<file path="config.mk">
export PLATFORM = sky130hd
export DESIGN_NAME = alarm_deadband_fanout
export DESIGN_NICKNAME = d
export VERILOG_FILES = /design/src/hdl/adf_pkg.sv /design/src/hdl/adf_cfg.sv /design/src/hdl/adf_eval.sv /design/src/hdl/alarm_deadband_fanout.sv
export SDC_FILE = /design/constraint.sdc
export NUM_CORES = 2
export LEC_CHECK = 0
export BUFFER_PORTS_ARGS = -buffer_cell sky130_fd_sc_hd__buf_2
export CORE_ASPECT_RATIO = 1.5
export CORE_MARGIN = 2
export CORE_UTILIZATION = 35
export CTS_BUF_LIST = sky130_fd_sc_hd__clkbuf_4 sky130_fd_sc_hd__clkbuf_8
export CTS_CLUSTER_SIZE = 16
export DETAILED_ROUTE_END_ITERATION = 12
export GPL_TIMING_DRIVEN = 1
export HOLD_SLACK_MARGIN = 0.03
export PLACE_DENSITY = 0.56
export SYNTH_ARGS = -nofsm -noshare
export SYNTH_HDL_FRONTEND = slang
export SYNTH_SLANG_ARGS = --single-unit
</file>
<file path="constraint.sdc">
create_clock -name clk -period 7 [get_ports clk]
set_input_delay 1.05 -clock clk [delete_from_list [all_inputs] [get_ports clk]]
set_output_delay 1.05 -clock clk [all_outputs]
set_load 0.005 [all_outputs]
</file>
<file path="src/hdl/adf_pkg.sv">
// Shared types, codes and constants of the alarm, deadband and fan-out block.
`default_nettype none

package adf_pkg;

    localparam int PORT_COUNT_DEF = 8;
    localparam int OUT_PORTS      = 8;
    localparam int SAMPLE_W       = 32;
    localparam int BAND_W         = 31;
    localparam int MODES_W        = 10;
    localparam int SELECT_W       = 16;
    localparam int ADDR_W         = 5;
    localparam int DATA_W         = 32;

    typedef enum logic [2:0] {
        ALM_NONE  = 3'd0,
        ALM_UNDEF = 3'd1,
        ALM_HIHI  = 3'd2,
        ALM_LOLO  = 3'd3,
        ALM_HIGH  = 3'd4,
        ALM_LOW   = 3'd5,
        ALM_SOFT  = 3'd6,
        ALM_LINK  = 3'd7
    } alarm_code_t;

    typedef enum logic [1:0] {
        SEV_NONE    = 2'd0,
        SEV_MINOR   = 2'd1,
        SEV_MAJOR   = 2'd2,
        SEV_INVALID = 2'd3
    } severity_t;

    typedef enum logic [1:0] {
        SEL_ALL     = 2'd0,
        SEL_NUMBER  = 2'd1,
        SEL_BITMASK = 2'd2,
        SEL_INVALID = 2'd3
    } select_mode_t;

    typedef enum logic [2:0] {
        REG_HIHI     = 3'd0,
        REG_HIGH     = 3'd1,
        REG_LOW      = 3'd2,
        REG_LOLO     = 3'd3,
        REG_HYST     = 3'd4,
        REG_MODES    = 3'd5,
        REG_VALUE_DB = 3'd6,
        REG_ARCH_DB  = 3'd7
    } reg_index_t;

    typedef struct packed {
        logic signed [SAMPLE_W-1:0] hihi_limit;
        logic signed [SAMPLE_W-1:0] high_limit;
        logic signed [SAMPLE_W-1:0] low_limit;
        logic signed [SAMPLE_W-1:0] lolo_limit;
        logic        [BAND_W-1:0]   hysteresis;
        logic        [MODES_W-1:0]  alarm_modes;
        logic        [BAND_W-1:0]   value_deadband;
        logic        [BAND_W-1:0]   archive_deadband;
    } cfg_t;

    typedef struct packed {
        logic signed [SAMPLE_W-1:0] last_alarm_level;
        logic signed [SAMPLE_W-1:0] last_posted_value;
        logic signed [SAMPLE_W-1:0] last_archived_value;
        alarm_code_t                previous_alarm_code;
        severity_t                  previous_severity;
    } state_t;

    typedef struct packed {
        logic        [OUT_PORTS-1:0] port_mask;
        alarm_code_t                 alarm_code;
        severity_t                   alarm_severity;
        logic                        value_event;
        logic                        archive_event;
        logic                        alarm_event;
    } result_t;

endpackage

`default_nettype wire

</file>
<file path="src/hdl/adf_cfg.sv">
// Configuration register file behind the APB-style port.
`default_nettype none

module adf_cfg (
    input  wire logic                       clk,
    input  wire logic                       rst_n,
    input  wire logic                       psel,
    input  wire logic                       penable,
    input  wire logic                       pwrite,
    input  wire logic [adf_pkg::ADDR_W-1:0] paddr,
    input  wire logic [adf_pkg::DATA_W-1:0] pwdata,
    output logic      [adf_pkg::DATA_W-1:0] prdata,
    output logic                            pready,
    output adf_pkg::cfg_t                   cfg
);

    adf_pkg::cfg_t      cfg_reg;
    adf_pkg::reg_index_t index;
    logic               write_en;

    assign pready   = 1'b1;
    assign index    = adf_pkg::reg_index_t'(paddr[adf_pkg::ADDR_W-1:2]);
    assign write_en = psel && penable && pwrite && pready;
    assign cfg      = cfg_reg;

    always_ff @(posedge clk or negedge rst_n)
    begin
        if (!rst_n)
        begin
            cfg_reg <= '0;
        end
        else if (write_en)
        begin
            case (index)
                adf_pkg::REG_HIHI:     cfg_reg.hihi_limit       <= pwdata;
                adf_pkg::REG_HIGH:     cfg_reg.high_limit       <= pwdata;
                adf_pkg::REG_LOW:      cfg_reg.low_limit        <= pwdata;
                adf_pkg::REG_LOLO:     cfg_reg.lolo_limit       <= pwdata;
                adf_pkg::REG_HYST:     cfg_reg.hysteresis       <= pwdata[adf_pkg::BAND_W-1:0];
                adf_pkg::REG_MODES:    cfg_reg.alarm_modes      <= pwdata[adf_pkg::MODES_W-1:0];
                adf_pkg::REG_VALUE_DB: cfg_reg.value_deadband   <= pwdata[adf_pkg::BAND_W-1:0];
                adf_pkg::REG_ARCH_DB:  cfg_reg.archive_deadband <= pwdata[adf_pkg::BAND_W-1:0];
                default:               cfg_reg <= cfg_reg;
            endcase
        end
    end

    always_comb
    begin
        case (index)
            adf_pkg::REG_HIHI:     prdata = cfg_reg.hihi_limit;
            adf_pkg::REG_HIGH:     prdata = cfg_reg.high_limit;
            adf_pkg::REG_LOW:      prdata = cfg_reg.low_limit;
            adf_pkg::REG_LOLO:     prdata = cfg_reg.lolo_limit;
            adf_pkg::REG_HYST:     prdata = {1'b0, cfg_reg.hysteresis};
            adf_pkg::REG_MODES:
                prdata = {{(adf_pkg::DATA_W-adf_pkg::MODES_W){1'b0}}, cfg_reg.alarm_modes};
            adf_pkg::REG_VALUE_DB: prdata = {1'b0, cfg_reg.value_deadband};
            adf_pkg::REG_ARCH_DB:  prdata = {1'b0, cfg_reg.archive_deadband};
            default:               prdata = '0;
        endcase
    end

endmodule

`default_nettype wire

</file>
<file path="src/hdl/adf_eval.sv">
// Alarm, fan-out and deadband evaluation of one sample against the stored state.
`default_nettype none

module adf_eval #(
    parameter int PORT_COUNT = adf_pkg::PORT_COUNT_DEF
) (
    input  wire logic signed [adf_pkg::SAMPLE_W-1:0]  sample,
    input  wire logic                                 sample_undefined,
    input  wire logic        [adf_pkg::SELECT_W-1:0]  select_number,
    input  wire logic        [adf_pkg::OUT_PORTS-1:0] write_fail_mask,
    input  wire adf_pkg::cfg_t                        cfg,
    input  wire adf_pkg::state_t                      state,
    output adf_pkg::result_t                          result,
    output adf_pkg::state_t                           state_next
);

    localparam int EXT_W = adf_pkg::SAMPLE_W + 2;

    logic signed [EXT_W-1:0] val_x;
    logic signed [EXT_W-1:0] hyst_x;
    logic signed [EXT_W-1:0] hihi_x;
    logic signed [EXT_W-1:0] high_x;
    logic signed [EXT_W-1:0] low_x;
    logic signed [EXT_W-1:0] lolo_x;
    logic                    hihi_hit;
    logic                    lolo_hit;
    logic                    high_hit;
    logic                    low_hit;
    logic [1:0]              hihi_sev;
    logic [1:0]              lolo_sev;
    logic [1:0]              high_sev;
    logic [1:0]              low_sev;
    adf_pkg::select_mode_t   mode;
    logic [adf_pkg::OUT_PORTS-1:0] sel;
    logic                    soft_fault;
    adf_pkg::alarm_code_t    code;
    adf_pkg::severity_t      sev;
    logic signed [EXT_W-1:0] pdiff;
    logic signed [EXT_W-1:0] adiff;
    logic signed [EXT_W-1:0] vband;
    logic signed [EXT_W-1:0] aband;
    logic                    vev;
    logic                    aev;

    assign hihi_sev = cfg.alarm_modes[1:0];
    assign lolo_sev = cfg.alarm_modes[3:2];
    assign high_sev = cfg.alarm_modes[5:4];
    assign low_sev  = cfg.alarm_modes[7:6];
    assign mode     = adf_pkg::select_mode_t'(cfg.alarm_modes[9:8]);

    assign val_x  = EXT_W'(sample);
    assign hyst_x = EXT_W'({1'b0, cfg.hysteresis});
    assign hihi_x = EXT_W'(cfg.hihi_limit);
    assign high_x = EXT_W'(cfg.high_limit);
    assign low_x  = EXT_W'(cfg.low_limit);
    assign lolo_x = EXT_W'(cfg.lolo_limit);

    assign hihi_hit = (hihi_sev != 2'd0) && ((val_x >= hihi_x) ||
        ((state.last_alarm_level == cfg.hihi_limit) && (val_x >= hihi_x - hyst_x)));
    assign lolo_hit = (lolo_sev != 2'd0) && ((val_x <= lolo_x) ||
        ((state.last_alarm_level == cfg.lolo_limit) && (val_x <= lolo_x + hyst_x)));
    assign high_hit = (high_sev != 2'd0) && ((val_x >= high_x) ||
        ((state.last_alarm_level == cfg.high_limit) && (val_x >= high_x - hyst_x)));
    assign low_hit  = (low_sev != 2'd0) && ((val_x <= low_x) ||
        ((state.last_alarm_level == cfg.low_limit) && (val_x <= low_x + hyst_x)));

    always_comb
    begin
        sel        = '0;
        soft_fault = 1'b0;
        case (mode)
            adf_pkg::SEL_ALL:
            begin
                for (int i = 0; i < adf_pkg::OUT_PORTS; i++)
                begin
                    sel[i] = (i < PORT_COUNT);
                end
            end
            adf_pkg::SEL_NUMBER:
            begin
                soft_fault = select_number > adf_pkg::SELECT_W'(PORT_COUNT);
                for (int i = 0; i < adf_pkg::OUT_PORTS; i++)
                begin
                    sel[i] = (i < PORT_COUNT) &&
                             (select_number == adf_pkg::SELECT_W'(i + 1));
                end
            end
            adf_pkg::SEL_BITMASK:
            begin
                for (int i = 0; i < adf_pkg::OUT_PORTS; i++)
                begin
                    sel[i] = (i < PORT_COUNT) && select_number[i];
                end
            end
            default:
            begin
                soft_fault = 1'b1;
            end
        endcase
    end

    always_comb
    begin
        code                        = adf_pkg::ALM_NONE;
        sev                         = adf_pkg::SEV_NONE;
        state_next.last_alarm_level = state.last_alarm_level;
        if (sample_undefined)
        begin
            code = adf_pkg::ALM_UNDEF;
            sev  = adf_pkg::SEV_INVALID;
        end
        else if (hihi_hit)
        begin
            code                        = adf_pkg::ALM_HIHI;
            sev                         = adf_pkg::severity_t'(hihi_sev);
            state_next.last_alarm_level = cfg.hihi_limit;
        end
        else if (lolo_hit)
        begin
            code                        = adf_pkg::ALM_LOLO;
            sev                         = adf_pkg::severity_t'(lolo_sev);
            state_next.last_alarm_level = cfg.lolo_limit;
        end
        else if (high_hit)
        begin
            code                        = adf_pkg::ALM_HIGH;
            sev                         = adf_pkg::severity_t'(high_sev);
            state_next.last_alarm_level = cfg.high_limit;
        end
        else if (low_hit)
        begin
            code                        = adf_pkg::ALM_LOW;
            sev                         = adf_pkg::severity_t'(low_sev);
            state_next.last_alarm_level = cfg.low_limit;
        end
        else
        begin
            state_next.last_alarm_level = sample;
        end

        if (soft_fault && (sev != adf_pkg::SEV_INVALID))
        begin
            code = adf_pkg::ALM_SOFT;
            sev  = adf_pkg::SEV_INVALID;
        end
        if (((sel & write_fail_mask) != '0) &&
            ((sev == adf_pkg::SEV_NONE) || (sev == adf_pkg::SEV_MINOR)))
        begin
            code = adf_pkg::ALM_LINK;
            sev  = adf_pkg::SEV_MAJOR;
        end

        state_next.last_posted_value   = vev ? sample : state.last_posted_value;
        state_next.last_archived_value = aev ? sample : state.last_archived_value;
        state_next.previous_alarm_code = code;
        state_next.previous_severity   = sev;
    end

    assign pdiff = val_x - EXT_W'(state.last_posted_value);
    assign adiff = val_x - EXT_W'(state.last_archived_value);
    assign vband = EXT_W'({1'b0, cfg.value_deadband});
    assign aband = EXT_W'({1'b0, cfg.archive_deadband});
    assign vev   = (pdiff > vband) || (pdiff < -vband);
    assign aev   = (adiff > aband) || (adiff < -aband);

    assign result.port_mask      = sel;
    assign result.alarm_code     = code;
    assign result.alarm_severity = sev;
    assign result.value_event    = vev;
    assign result.archive_event  = aev;
    assign result.alarm_event    = (code != state.previous_alarm_code) ||
                                   (sev != state.previous_severity);

endmodule

`default_nettype wire

</file>
<file path="src/hdl/alarm_deadband_fanout.sv">
// Top level: four-level alarm with hysteresis, deadband events and output fan-out.
//
//  Channel   Handshake                    Payload
//  sample    sample_valid / sample_stall  sample, sample_undefined, select_number,
//                                         write_fail_mask
//  result    result_valid / result_stall  out_sample, port_mask, alarm_code,
//                                         alarm_severity, value_event, archive_event,
//                                         alarm_event
//  config    psel / penable / pready      paddr, pwdata, pwrite, prdata
//
// A transaction is held in the input register and evaluated there against the
// stored alarm and deadband state; the result register takes it once that register is empty
// or result_stall is low. One transaction is accepted every cycle while sample_stall
// is low. The stored state is updated when a transaction moves into the result
// register. Reset clears the configuration, the stored state and both valid flags.
// sample_stall rises only when both registers are full and result_stall is high.
`default_nettype none

module alarm_deadband_fanout #(
    parameter int PORT_COUNT = adf_pkg::PORT_COUNT_DEF
) (
    input  wire logic                               clk,
    input  wire logic                               rst_n,
    input  wire logic                               psel,
    input  wire logic                               penable,
    input  wire logic                               pwrite,
    input  wire logic        [adf_pkg::ADDR_W-1:0]  paddr,
    input  wire logic        [adf_pkg::DATA_W-1:0]  pwdata,
    output logic             [adf_pkg::DATA_W-1:0]  prdata,
    output logic                                    pready,
    input  wire logic                               sample_valid,
    output logic                                    sample_stall,
    input  wire logic signed [adf_pkg::SAMPLE_W-1:0] sample,
    input  wire logic                               sample_undefined,
    input  wire logic        [adf_pkg::SELECT_W-1:0] select_number,
    input  wire logic        [adf_pkg::OUT_PORTS-1:0] write_fail_mask,
    output logic                                    result_valid,
    input  wire logic                               result_stall,
    output logic signed      [adf_pkg::SAMPLE_W-1:0] out_sample,
    output logic             [adf_pkg::OUT_PORTS-1:0] port_mask,
    output logic             [2:0]                  alarm_code,
    output logic             [1:0]                  alarm_severity,
    output logic                                    value_event,
    output logic                                    archive_event,
    output logic                                    alarm_event
);

    adf_pkg::cfg_t    cfg;
    adf_pkg::state_t  state_reg;
    adf_pkg::state_t  state_next;
    adf_pkg::result_t eval_result;
    adf_pkg::result_t res_reg;

    logic                                s1_valid_reg;
    logic                                s1_valid_next;
    logic signed [adf_pkg::SAMPLE_W-1:0] s1_sample_reg;
    logic                                s1_undef_reg;
    logic [adf_pkg::SELECT_W-1:0]        s1_select_reg;
    logic [adf_pkg::OUT_PORTS-1:0]       s1_fail_reg;
    logic                                res_valid_reg;
    logic                                res_valid_next;
    logic signed [adf_pkg::SAMPLE_W-1:0] res_sample_reg;
    logic                                s1_move;
    logic                                accept;

    adf_cfg u_cfg (
        .clk     (clk),
        .rst_n   (rst_n),
        .psel    (psel),
        .penable (penable),
        .pwrite  (pwrite),
        .paddr   (paddr),
        .pwdata  (pwdata),
        .prdata  (prdata),
        .pready  (pready),
        .cfg     (cfg)
    );

    adf_eval #(
        .PORT_COUNT (PORT_COUNT)
    ) u_eval (
        .sample           (s1_sample_reg),
        .sample_undefined (s1_undef_reg),
        .select_number    (s1_select_reg),
        .write_fail_mask  (s1_fail_reg),
        .cfg              (cfg),
        .state            (state_reg),
        .result           (eval_result),
        .state_next       (state_next)
    );

    assign s1_move        = s1_valid_reg && (!res_valid_reg || !result_stall);
    assign sample_stall   = s1_valid_reg && !s1_move;
    assign accept         = sample_valid && !sample_stall;
    assign s1_valid_next  = accept ? 1'b1 : (s1_move ? 1'b0 : s1_valid_reg);
    assign res_valid_next = s1_move ? 1'b1 : (result_stall ? res_valid_reg : 1'b0);

    always_ff @(posedge clk or negedge rst_n)
    begin
        if (!rst_n)
        begin
            s1_valid_reg  <= 1'b0;
            res_valid_reg <= 1'b0;
            state_reg     <= '0;
        end
        else
        begin
            s1_valid_reg  <= s1_valid_next;
            res_valid_reg <= res_valid_next;
            if (s1_move)
            begin
                state_reg <= state_next;
            end
        end
    end

    always_ff @(posedge clk)
    begin
        if (accept)
        begin
            s1_sample_reg <= sample;
            s1_undef_reg  <= sample_undefined;
            s1_select_reg <= select_number;
            s1_fail_reg   <= write_fail_mask;
        end
        if (s1_move)
        begin
            res_reg        <= eval_result;
            res_sample_reg <= s1_sample_reg;
        end
    end

    assign result_valid   = res_valid_reg;
    assign out_sample     = res_sample_reg;
    assign port_mask      = res_reg.port_mask;
    assign alarm_code     = res_reg.alarm_code;
    assign alarm_severity = res_reg.alarm_severity;
    assign value_event    = res_reg.value_event;
    assign archive_event  = res_reg.archive_event;
    assign alarm_event    = res_reg.alarm_event;

`ifndef SYNTHESIS
    a_stall_only_when_full: assert property (@(posedge clk) disable iff (!rst_n)
        sample_stall |-> (s1_valid_reg && res_valid_reg && result_stall))
        else $error("input stalled while a register was free");

    a_state_holds: assert property (@(posedge clk) disable iff (!rst_n)
        !s1_move |=> $stable(state_reg))
        else $error("stored state changed without a transaction");

    a_result_from_stage: assert property (@(posedge clk) disable iff (!rst_n)
        s1_move |=> (res_valid_reg && (out_sample == $past(s1_sample_reg))))
        else $error("result register missed a transaction");

    a_none_code: assert property (@(posedge clk) disable iff (!rst_n)
        (res_valid_reg && (res_reg.alarm_severity == adf_pkg::SEV_NONE))
            |-> (res_reg.alarm_code == adf_pkg::ALM_NONE))
        else $error("alarm code without severity");

    a_soft_invalid: assert property (@(posedge clk) disable iff (!rst_n)
        (res_valid_reg && (res_reg.alarm_code == adf_pkg::ALM_SOFT))
            |-> (res_reg.alarm_severity == adf_pkg::SEV_INVALID))
        else $error("soft alarm below invalid severity");
`endif

endmodule

`default_nettype wire

</file>
[After elaboration in Yosys (flattened, before gate mapping)]
Cells that the tools add are included.
Word-level totals
  latch bits: 0
  output and inout bits: 83
  word-level logic and storage cells: 149
  input bits: 101
  memories: 0
  bits in read-only memories: 0
  memory bits (writable): 0
  register bits after elaboration: 439
Operators by class
  multiplexer cells: 25
  shifts and indexed selects: 0
  equality and inequality tests: 26
  divide/modulo/power cells: 0
  bitwise operators: 2
  add/sub/neg operators: 8
  $mul: 0
  magnitude comparators: 13
  reductions and logical operators: 49
Operator list (number)
  $pmux W32 S8: 1
  $sub A32 B32 Y33: 4
  $eq A32 B32 Y1: 4
  $mux W32: 4
  $gt A34 B32 Y1: 2
  $lt A34 B34 Y1: 2
  $neg A31 Y34: 2
  $add A32 B32 Y33: 2
  $ge A32 B33 Y1: 2
  $le A32 B33 Y1: 2
  $eq A16 B3 Y1 const B: 4
  $ge A32 B32 Y1: 2
  $le A32 B32 Y1: 2
  $eq A16 B2 Y1 const B: 2
  $pmux W8 S3: 1
  $reduce_and A2 Y1: 11
  $mux W3: 7
  $eq A16 B1 Y1 const B: 1
  $eq A16 B4 Y1 const B: 1
  $gt A16 B4 Y1 const B: 1
  $logic_and A1 B1 Y1: 15
  $mux W2: 7
  $eq A3 B3 Y1 const B: 4
  $reduce_bool A2 Y1: 5
  other kinds (18): 35

[Depth between registers and ports, before layout]
  depth after elaboration: 19
  gate-level depth with buffers: 31
  gate-level depth less buffers: 29

[Hierarchy]
A second synthesis with hierarchy kept.
Unflattened totals
  cell total of the unflattened synthesis: 4326
  area total of the unflattened synthesis: 41265.8 µm²
By module, submodules not included
  adf_eval: area an instance 23392.4 µm², times used 1, seq. area each 0.0 µm², cells each 3241
  adf_cfg: area an instance 10466.3 µm², times used 1, seq. area each 5780.5 µm², cells each 759
  alarm_deadband_fanout: area an instance 7407.1 µm², times used 1, seq. area each 5730.5 µm², cells each 326

[Worst setup path before layout]
Ideal clock, no wire load.
  kind: reg2reg
  start point: reg u_cfg.cfg_reg (netlist bit u_cfg.cfg[199])
  end point: reg res_reg (netlist bit alarm_event) (data pin)
  buffers on the path: 0
  setup slack: 0.907 ns
  stages on the path, launching flop included: 28
  clock period less this slack: 6.093 ns
  arrival time: 5.823 ns
  library setup time: 0.271 ns
  required time: 6.729 ns
  cell sequence: dfrtp_1 inv_1 ha_1 inv_1 fa_1 a21o_1 a21oi_2 o21ai_0 a31o_2 a31o_2 a311oi_1 o21ai_1 a22oi_1 a211o_1 a31oi_1 o21ai_0 o31ai_1 ha_1 nand4_1 or4_1 o211a_1 a21oi_1 o32a_1 nor2_1 or4b_1 o311a_1 nor2_1 o211ai_1
RTL lines
  start: declaration: RTL line adf_cfg.sv:17  | adf_pkg::cfg_t cfg_reg;
  start signal: assignment: RTL line adf_cfg.sv:43  | default: cfg_reg <= cfg_reg;
  end signal: assignment: RTL line alarm_deadband_fanout.sv:128  | res_reg <= eval_result;
  end: declaration: RTL line alarm_deadband_fanout.sv:52  | adf_pkg::result_t res_reg;

==> out/qor.yml <==
critical_path:
  critPathMaxFanout: 4
  r2r_cells: 29
  worst_path_most_repeated_cell: "a21o_1"
  crit_slowest_cell: "or4_4"
  critPathArrivalTime_ns: 7.35
  cp-start-kind: "flop"
  worst_setup_path_end_kind: "flop"
  required_ns: 7.62
  cp_slowest_stage_delay_ns: 0.58
  setup.worst_path.class: "flop to flop"
place:
  dp.cells: 6147
  port_buffers: 180
  place_area_sq_mm: 0.04277
  dp_hpwl_microns: 133300
  gp_congestion: 1.013
synthesis:
  synth_largest_area_cell: "dfrtp_1"
  post-synth-top-count-cell: "ha_1"
  async_reset_ff_share_pct: 76.08
  synth.distinct_cells: 98
  synth_ff_type: "dfrtp_1"
  ys_top_cells_by_count: "ha_1, nand2_1, o21ai_0, inv_1, dfrtp_1"
  netlist_area_sq_mm: 0.03949
  yosys-top-cells-area: "dfrtp_1, ha_1, edfxtp_1"
  ys_seq_area_share_pct: 29.15
  synth_warnings: 0
  synth_edf_count: 105
  netlist.area_leader.share_pct: 21.17
  synth_area_per_cell_sq_um: 8.686
  synth_seq_cells: 439
  syn_nets: 5231
  synthCells: 4546
die:
  die_x_microns: 278.3
  dieArea_sq_mm: 0.1156
  die-height_microns: 415.4
  core_sq_mm: 0.1117
  initial_core_util_pct: 35.36
  io_pins: 184
  num_rows: 150
timing:
  maxSlewHeadroom_pct: 15.59
  clock_skew_ns: 0.04049
  setup-violations-final: 0
  worst-slew-pin-transition_ns: 1.263
  min_period_over_period_pct: 96.08
  maxSlewViolCount: 0
  fmax_mhz: 148.7
  period_minus_slack_ns: 6.726
  finalHoldViolCount: 0
layout:
  multi_input_area_sq_mm: 0.02604
  fillers: 11296
  drive_gt1_share_pct: 12.88
  largest_reg_flops: 231
  finalInstanceArea_sq_mm: 0.04468
  nets: 5476
  fin_cells: 6306
  seq_area_sq_mm: 0.01151
  synthToLayoutAreaGrowth_pct: 13.15
routing:
  drc_errors: 0
  wirelength_microns: 164700
  antenna_left: 0
  firstDrtPassIters: 5
  num_vias: 35529
  initialDrtViolationCount: 2587
  routedWlPerCell_microns: 26.11
  via_per_inst: 5.634
clocking:
  hold_buffers: 0
  ctsHtreeMaxLevel: 3
  clockRootBuffer: "clkbuf_8"
  cts-buffers-inserted: 84
  clkTransAtPathRegs_ns: 0.06
  clk_latency_ns: 0.77
  cts_buffer_depth: 3
  tritoncts: "built"
  cts_sinks: 439
run_status:
  outcome: "finished clean"
global_route:
  grt_pass1_vias: 35099
  grt_max_degree: 119
  grt-ovfl-total: 0
  grt_usage_pct: 28.18
  grt_pass1_wl_microns: 236700
  antenna_found_initial: 6
pwr:
  comb_power_share_pct: 62.8
  power.leakage_nw: 20.37
  p_clk_share_pct: 14.5
  power_density_mw_per_mm2: 438.2
  seq_power_share_pct: 22.7
  p_sw_mw: 9.465
  p_int_mw: 10.11
  swShare_pct: 48.34
  peakVddDrop_mv: 0.2196
worst_hold_path:
  holdCritPathClass: "input port to asynchronous set/reset pin"
flow_run:
  drv_cap: 0
[logic make-up after synthesis]
kind of cell,Yosys count,share of synthesized area (%)
compound gates,1270,20.16
simple gates,1207,14.29
fa+ha+maj,584,18.62
buf+inv,541,5.358
flops,439,29.15
xor+xnor,345,7.652
mux,159,4.762
other cells,1,0.009497
[timing repair]
item                       in CTS  in global routing
setup endpoints to repair       0                 42
gates resized for setup         0                 21
hold endpoints to repair        0                  0
setup buffers                   0                  2
[worst paths after layout]
check                      slack (ns)                end              from
hold reg to reg                  0.45      out_sample[4]  s1_sample_reg[4]
setup / recovery                 0.27       state_reg[3]     u_cfg.cfg[72]
min in group clk                 0.45  s1_sample_reg[24]        sample[24]
hold / removal                   0.25     u_cfg.cfg[194]             rst_n
max in group asynchronous        5.23      state_reg[38]             rst_n
setup reg to reg                 0.27       state_reg[3]     u_cfg.cfg[72]
[critical path, delay by kind of cell, from the launching register on]
kind | cells | cell delay (ns)
buffers and inverters | 2 | 0.34
AOI/OAI and AO/OA | 19 | 3.26
and+or+nand+nor | 3 | 1.21
DFF | 1 | 0.40
muxes | 1 | 0.27
adders and majority gates | 3 | 0.91
xor gates and xnor gates | 1 | 0.20
[cell usage in the layout (no fill, tap or decap), types with 21 or more instances in the layout]
master,Yosys,layout
mux2_2,51,51
dfrtp_1,334,333
a21o_1,139,139
nor2_1,261,256
xor2_1,115,115
nand3_1,98,98
inv_1,379,379
nand4_1,111,111
nor3_1,68,66
buf_2,11,178
mux2_4,30,30
nor4_1,46,46
a21oi_1,316,313
a211oi_1,64,64
nand2_1,444,443
buf_4,7,127
edfxtp_1,105,105
clkbuf_8,0,103
o21a_1,34,34
a221oi_1,21,21
o21bai_1,41,41
mux2i_1,72,71
xnor2_1,230,230
o21ai_0,413,408
nand2b_1,45,45
ha_1,578,578
nor2b_1,55,55
[per-layer routing]
layer | global-route usage, % | wire, microns | up-vias
met2 | 48.34 | 78920 | 1297
met3 | 3.345 | 7795 | 500
met5 | 0 | 13 | -
met4 | 24.26 | 16720 | 2
li1 | - | - | 16881
met1 | 30.84 | 61210 | 16849
[layout make-up]
| type | count | share of cell area (%) |
|---|---|---|
| multi-input cells | 3566 | 58.27 |
| diodes | 1 | 0.005601 |
| well taps | 1444 | 4.044 |
| inverters | 383 | 3.220 |
| clock buffers | 121 | 3.475 |
| flip-flops and latches | 439 | 25.77 |
| clock inverters | 35 | 0.5657 |
| repair buffers | 317 | 4.654 |
[power groups by stage]
stage                     clock (mW)  combinational, mW  sequential (mW)
after floorplan                    0               8.92             3.81
after global placement             0               11.8             4.47
after detailed placement           0               12.0             4.47
after CTS                       2.94               12.1             4.43
after global routing            3.03               13.7             4.49
final                           2.84               12.3             4.45
[metrics by stage]
| step | hold WS (ns) | total power [mW] | setup TNS [ns] | setup WS [ns] | utilization, % |
|---|---|---|---|---|---|
| global placement | 0.4381 | 16.31 | 0 | 0.07514 | 38.30 |
| CTS | 0.2300 | 19.49 | 0 | 0.07905 | 39.92 |
| detailed placement | 0.4425 | 16.47 | 0 | 0.1307 | 38.30 |
| global route | 0.2751 | 21.24 | -0.03671 | -0.02321 | 40.01 |
| floorplan | 0.4574 | 12.72 | 0 | 0.9066 | - |
| finish | 0.2453 | 19.58 | 0 | 0.2743 | 40.01 |
Power figures use the tool's default switching activity.
